<file path="config.mk">
export PLATFORM = sky130hd
export DESIGN_NAME = pgn_cordic_stage
export DESIGN_NICKNAME = d
export VERILOG_FILES = /design/src/design/pgn_pkg.sv /design/src/design/pgn_cordic_stage.sv
export SDC_FILE = /design/constraint.sdc
export NUM_CORES = 1
export LEC_CHECK = 0
export BUFFER_PORTS_ARGS = -buffer_cell sky130_fd_sc_hd__buf_2
export CAP_MARGIN = 20
export CORE_MARGIN = 4
export CORE_UTILIZATION = 45
export DETAILED_ROUTE_END_ITERATION = 16
export PLACE_DENSITY = 0.66
export SLEW_MARGIN = 20
export SYNTH_ARGS = -nofsm -noshare
export SYNTH_HDL_FRONTEND = slang
export SYNTH_SLANG_ARGS = --single-unit
</file>
<file path="constraint.sdc">
create_clock -name clk -period 15.67 [get_ports clk]
set_input_delay 3.134 -clock clk [delete_from_list [all_inputs] [get_ports clk]]
set_output_delay 3.134 -clock clk [all_outputs]
set_load 0.02 [all_outputs]
</file>
<file path="src/design/pgn_pkg.sv">
// Shared constants, types and helpers for the polar grid node block.
// No dependencies; imported by every RTL module.
`timescale 1ns / 1ps
`default_nettype none
package pgn_pkg;

  localparam int INDEX_BITS    = 12;
  localparam int CORDIC_STAGES = 24;

  localparam int Q_W      = 32;                    // Q16.16 and binary angle width
  localparam int CW       = 34;                    // CORDIC x/y width, Q2.30 plus headroom
  localparam int ZW       = 34;                    // CORDIC residual angle width
  localparam int CFRAC    = 30;                    // fraction bits of sin/cos
  localparam int PW       = Q_W + CW;              // radius times sin/cos
  localparam int PRODR_W  = INDEX_BITS + 1 + Q_W;  // index times radial step
  localparam int ATAN_IW  = 5;
  localparam int CFG_IDX_W = 3;

  localparam logic [Q_W-1:0] INV_GAIN_Q30 = 32'h26DD3B6A;

  localparam logic signed [PW-1:0] Q_MAX_W = {{(PW-Q_W+1){1'b0}}, {(Q_W-1){1'b1}}};
  localparam logic signed [PW-1:0] Q_MIN_W = {{(PW-Q_W+1){1'b1}}, {(Q_W-1){1'b0}}};
  localparam logic signed [PW-1:0] ROUND_W = $signed(PW'(1) << (CFRAC-1));

  localparam logic [Q_W-1:0] ATAN_TAB [32] = '{
    32'h20000000, 32'h12E4051E, 32'h09FB385B, 32'h051111D4,
    32'h028B0D43, 32'h0145D7E1, 32'h00A2F61E, 32'h00517C55,
    32'h0028BE53, 32'h00145F2F, 32'h000A2F98, 32'h000517CC,
    32'h00028BE6, 32'h000145F3, 32'h0000A2FA, 32'h0000517D,
    32'h000028BE, 32'h0000145F, 32'h00000A30, 32'h00000518,
    32'h0000028C, 32'h00000146, 32'h000000A3, 32'h00000051,
    32'h00000029, 32'h00000014, 32'h0000000A, 32'h00000005,
    32'h00000003, 32'h00000001, 32'h00000001, 32'h00000000
  };

  typedef enum logic [CFG_IDX_W-1:0] {
    REG_INNER_RADIUS = 3'd0,
    REG_RADIAL_STEP  = 3'd1,
    REG_ANGLE_STEP   = 3'd2,
    REG_ORIGIN_X     = 3'd3,
    REG_ORIGIN_Y     = 3'd4,
    REG_ORIGIN_Z     = 3'd5
  } cfg_reg_t;

  typedef struct packed {
    logic                  vld;
    logic                  flip;
    logic                  sat;
    logic signed [Q_W-1:0] r;
    logic signed [CW-1:0]  x;
    logic signed [CW-1:0]  y;
    logic signed [ZW-1:0]  z;
  } cordic_t;

  // {clipped, value} of a wide signed value limited to Q16.16
  function automatic logic [Q_W:0] clip_q(input logic signed [PW-1:0] v);
    logic [Q_W:0] res;
    if (v > Q_MAX_W) begin
      res = {1'b1, Q_MAX_W[Q_W-1:0]};
    end else if (v < Q_MIN_W) begin
      res = {1'b1, Q_MIN_W[Q_W-1:0]};
    end else begin
      res = {1'b0, v[Q_W-1:0]};
    end
    return res;
  endfunction

endpackage
`default_nettype wire

</file>
<file path="src/design/pgn_cordic_stage.sv">
// One rotation-mode CORDIC iteration with its output register.
// Depends on pgn_pkg (types, arctangent table).
`timescale 1ns / 1ps
`default_nettype none
module pgn_cordic_stage (
  input  wire                         clk,
  input  wire                         rst_n,
  input  wire                         en,
  input  wire [pgn_pkg::ATAN_IW-1:0]  stage_idx,
  input  wire pgn_pkg::cordic_t       d_in,
  output pgn_pkg::cordic_t            d_out
);
  import pgn_pkg::*;

  cordic_t              s_r, s_nxt;
  logic signed [CW-1:0] dx, dy;
  logic signed [ZW-1:0] at;

  always_comb begin
    dx    = d_in.y >>> stage_idx;
    dy    = d_in.x >>> stage_idx;
    at    = $signed({{(ZW-Q_W){1'b0}}, ATAN_TAB[stage_idx]});
    s_nxt = d_in;
    if (!d_in.z[ZW-1]) begin
      s_nxt.x = d_in.x - dx;
      s_nxt.y = d_in.y + dy;
      s_nxt.z = d_in.z - at;
    end else begin
      s_nxt.x = d_in.x + dx;
      s_nxt.y = d_in.y - dy;
      s_nxt.z = d_in.z + at;
    end
  end

  always_ff @(posedge clk) begin
    if (!rst_n) begin
      s_r.vld <= 1'b0;
    end else if (en) begin
      s_r.vld <= s_nxt.vld;
    end
    if (en) begin
      s_r.flip <= s_nxt.flip;
      s_r.sat  <= s_nxt.sat;
      s_r.r    <= s_nxt.r;
      s_r.x    <= s_nxt.x;
      s_r.y    <= s_nxt.y;
      s_r.z    <= s_nxt.z;
    end
  end

  assign d_out = s_r;

endmodule
`default_nettype wire

</file>
# Yosys cells after proc, flatten, opt, wreduce, memory -nomap -nowiden
# Memories as Yosys holds them, arrays and structs flattened.
# Index checks and enable logic that the tools add are counted.
[classes] mux=3 shifts=2 bitwise=1 magnitude_cmp=1 n_addsub=6
[ops] operator="two-way mux 102 bit" n=1
[ops] operator="adder 34 bit" n=2
[ops] operator=">>> shifter 34 x 5 -> 34 bit" n=2
[ops] operator="subtractor 34 bit" n=2
[ops] operator="two-way mux 32 bit" n=2
[ops] operator="adder 34 x 33 -> 34 bit" n=1
[ops] operator="subtractor 34 x 33 -> 34 bit" n=1
[ops] operator=">= comparator 6 bit, second input constant" n=1
[ops] operator="inverter 5 -> 6 bit" n=1
[totals] regBits=137 in_bits=145 romBits=1024 output_inout_bits=137 memories=1 elab_cells=21
[mem_list] name="(no name shown)" depth=32 width=32 read_ports=1 rd_ports_with_merged_regs=0 write_ports=0 line="pgn_cordic_stage.sv:22" rtl="at = $signed({{(ZW-Q_W){1'b0}}, ATAN_TAB[stage_idx]});"

# Depth between registers and ports, before layout
[logic_depth] ltp_word=6 mapped_depth=29 ltp_nobuf=24

# Worst setup path after synthesis
# No wires, ideal clock.
[synth_path] path_type="input -> register" startpoint="input stage_idx[1] in the netlist's numbering" endpoint="register s_r (netlist bit d_out[32]) (data pin)" cell_stages=25 n_path_buf=4 arrival_ps=8741 setup_ps=258 path_slack_ps=6671 path_cell_list="inv_2 -> buf_1 -> buf_2 -> clkbuf_1 -> ha_1 -> nand2b_1 -> a21oi_1 -> a311oi_1 -> nand3_1 -> nor4b_1 -> nand4b_1 -> nor2b_1 -> clkbuf_1 -> xor2_1 -> ha_1 -> a21o_1 -> a21o_1 -> a211oi_1 -> nand2_1 -> a21oi_1 -> o311ai_0 -> a31o_2 -> a31o_2 -> a21oi_1 -> xnor2_1"
[synth_rtl] item="from (decl)" line="pgn_cordic_stage.sv:9" rtl="input wire [pgn_pkg::ATAN_IW-1:0] stage_idx,"
[synth_rtl] item="to (decl)" line="pgn_cordic_stage.sv:15" rtl="cordic_t s_r, s_nxt;"

==> results.json <==
{
  "status": "complete, no violations",
  "clk_latency_ps": 450,
  "min_path_cells": 2,
  "power_density_nw_per_um2": 101,
  "netlist_area_sq_um": 16800,
  "grt_pass1_wl_um": 88900,
  "dpl.hpwl_um": 43800,
  "fillers": 3438,
  "dp_slack_ps": 5060,
  "final_cells": 2477,
  "yosys-top-cells-area": "edfxtp_1 (24%), mux4_2 (12%), ha_1 (8.2%)",
  "drt_wl_total_um": 58100,
  "die_area_sq_um": 40500,
  "die_h_um": 201,
  "cp.arrival_ps": 10600,
  "routabilityCongestion": 0.968,
  "end_kind": "flip-flop",
  "async_flop_share_pct": 0,
  "synth.most_common_cell": "nor2_1",
  "via_per_inst": 6.44,
  "core-area_sq_um": 36800,
  "fin_worst_skew_ps": 0,
  "final_util_pct": 51.8,
  "final_net_count": 2254,
  "postCtsHoldBufs": 0,
  "tightest_slew_ps": 1030,
  "synth_area_per_cell_sq_um": 9.48,
  "rr_startpoint": "d_out[136]",
  "grt_max_degree": 81,
  "synth_top_cell_area_share_pct": 24.3,
  "hp-class": "flip-flop to flip-flop",
  "syn_inst": 1775,
  "synth_seq_area_share_pct": 24.4,
  "largest_reg_flops": 137,
  "synth_cell_type_count": 98,
  "ys_ff_latch": 137,
  "tritoncts": "done",
  "r2r-end": "d_out[136]",
  "hold_path_startpoint": "d_out[136]",
  "start_kind": "primary input",
  "worstPathRequired_ps": 15860,
  "grt-ovfl-total": 0,
  "peakVddDrop_mv": 0.0826,
  "synth_ff_type": "edfxtp_1",
  "setup_tns_ps": 0,
  "critPathKind": "primary input to flip-flop",
  "vias": 15900,
  "first_pass_iters": 7,
  "post_drt_wl_per_cell_um": 23.5,
  "grt_pass1_vias": 15400,
  "numCtsBuffers": 17,
  "drtAntennaViolNets": 0,
  "syn2layout_area_growth_pct": 13.3,
  "fmax_mhz": 96.1,
  "whs_ps": 531,
  "drtIter0Drc": 1893,
  "period_share_pct": 66.4,
  "antennaDiodeCount": 0,
  "start_util_pct": 45.7,
  "drive_gt1_share_pct": 24.8,
  "yosysTopAreaCell": "edfxtp_1",
  "ios": 282,
  "dieWidth_um": 201,
  "yosys-top-cells-count": "nor2_1 (151), a21oi_1 (149), edfxtp_1 (136), nand2_1 (125), xnor2_1 (116)",
  "p_leak_uw": 0.00789,
  "post-route-min-period_ps": 10410,
  "antenna_found_initial": 0,
  "dp.cells": 2445,
  "max-slew-margin-rel_pct": 31.3,
  "cts_root_buf": "clkbuf_16",
  "cap_violations": 0,
  "clockBufferDepth": 2,
  "fp-row-count": 70,
  "grtUsageTotal_pct": 27.5,
  "ctsResizeCount": 0,
  "crit_start": "stage_idx[0]",
  "cts_sinks": 137,
  "cts_htree_levels": 4,
  "setup_violations": 0,
  "worstPathMaxFanout": 80,
  "reg2regPathDepth": 2,
  "hold_path_end": "d_out[136]",
  "port_buffers": 281,
  "rsz0062_at_grt": "no",
  "ys.warnings.count": 0,
  "clk_pin_slew_ps": 70,
  "timing.final.ws_setup_ps": 5260,
  "hold_violations": 0,
  "syn_nets": 2033,
  "slew_viol_final": 0,
  "synth_edf_count": 136,
  "ff2ff_setup_slack_ps": 15080,
  "cts_setup_buffers": 0,
  "drc": 0
}
## routing by layer
metal  GRT usage [%]  share of wire [%]  vias to the layer above
li1                -                  -                     7268
met1            36.4                 41                     7582
met2            43.5                 45                      935
met3            7.07                9.7                      156
met4            10.4                3.9                        0
met5               0                  0                        -
## cell usage in the layout, fill, tap and decap left out, types with 13 or more instances in the layout
master     count
a211oi_1      21
a21o_1        58
a21oi_1      149
a31oi_1       25
and2_1        15
and3_1        18
buf_2        278
buf_4         24
clkbuf_16     17
edfxtp_1     136
ha_1         110
inv_1         42
mux2_2        32
mux2i_1       52
mux4_2        87
nand2_1      125
nand2b_1      31
nand3_1       26
nor2_1       150
nor2b_1       31
nor3_1        29
o211ai_1      13
o21a_1        27
o21ai_0       78
o22ai_1       16
xnor2_1      116
xor2_1        59
## critical path: stages
cell,delay [ps]
buf_6,580
buf_4,720
mux4_2,590
a222oi_1,540
o22ai_1,140
or2_2,390
nor4_1,410
nor2b_1,310
nand2_1,120
nor4_1,450
a21oi_1,160
xor2_1,170
ha_1,360
nor3_1,210
nor2_1,80
a221o_1,320
o2bb2ai_1,150
o31ai_1,320
a21boi_0,230
o41ai_1,450
o21ai_0,170
o41ai_1,340
xnor2_1,110
## cells by family after synthesis
family | after synthesis | synth area share [%]
buffers and inverters | 148 | 4.28
and+or+nand+nor | 486 | 14.2
DFF | 137 | 24.4
xor gates and xnor gates | 175 | 9.11
adders and majority gates | 113 | 8.54
AOI/OAI and AO/OA | 532 | 21.3
muxes | 184 | 18.2
## area by class of cell
class | count | area (sq um) | share of cell area, %
Inverter | 46 | 173 | 0.906
Timing Repair Buffer | 304 | 1590 | 8.36
Sequential cell | 137 | 4100 | 21.5
Multi-Input combinational cell | 1490 | 12000 | 63.0
Tap cell | 468 | 586 | 3.07
Clock inverter | 15 | 178 | 0.932
Clock buffer | 17 | 425 | 2.23
## stage by stage
stage          area (sq um)  power [uW]
6_report              19100        1930
3_3_place_gp          18500        1490
2_1_floorplan         16800        1230
5_1_grt               19100        2050
3_5_place_dp          18500        1500
4_1_cts               19100        1940
## worst max-delay path by stage
| stage | endpoint | slack (ps) |
|---|---|---|
| final | d_out[66] | 5260 |
| after floorplan | d_out[32] | 6670 |
| after global placement | d_out[66] | 5240 |
| after CTS | d_out[66] | 5460 |
| after detailed placement | d_out[66] | 5060 |
| after global routing | d_out[66] | 4700 |
## power by group
group / internal [uW] / switching [uW] / total [uW]
Combinational: 381 / 587 / 968
Sequential: 520 / 18.5 / 538
Clock: 241 / 186 / 427
Total: 1140 / 792 / 1930
Note: power is estimated with default switching activity, not from simulation.
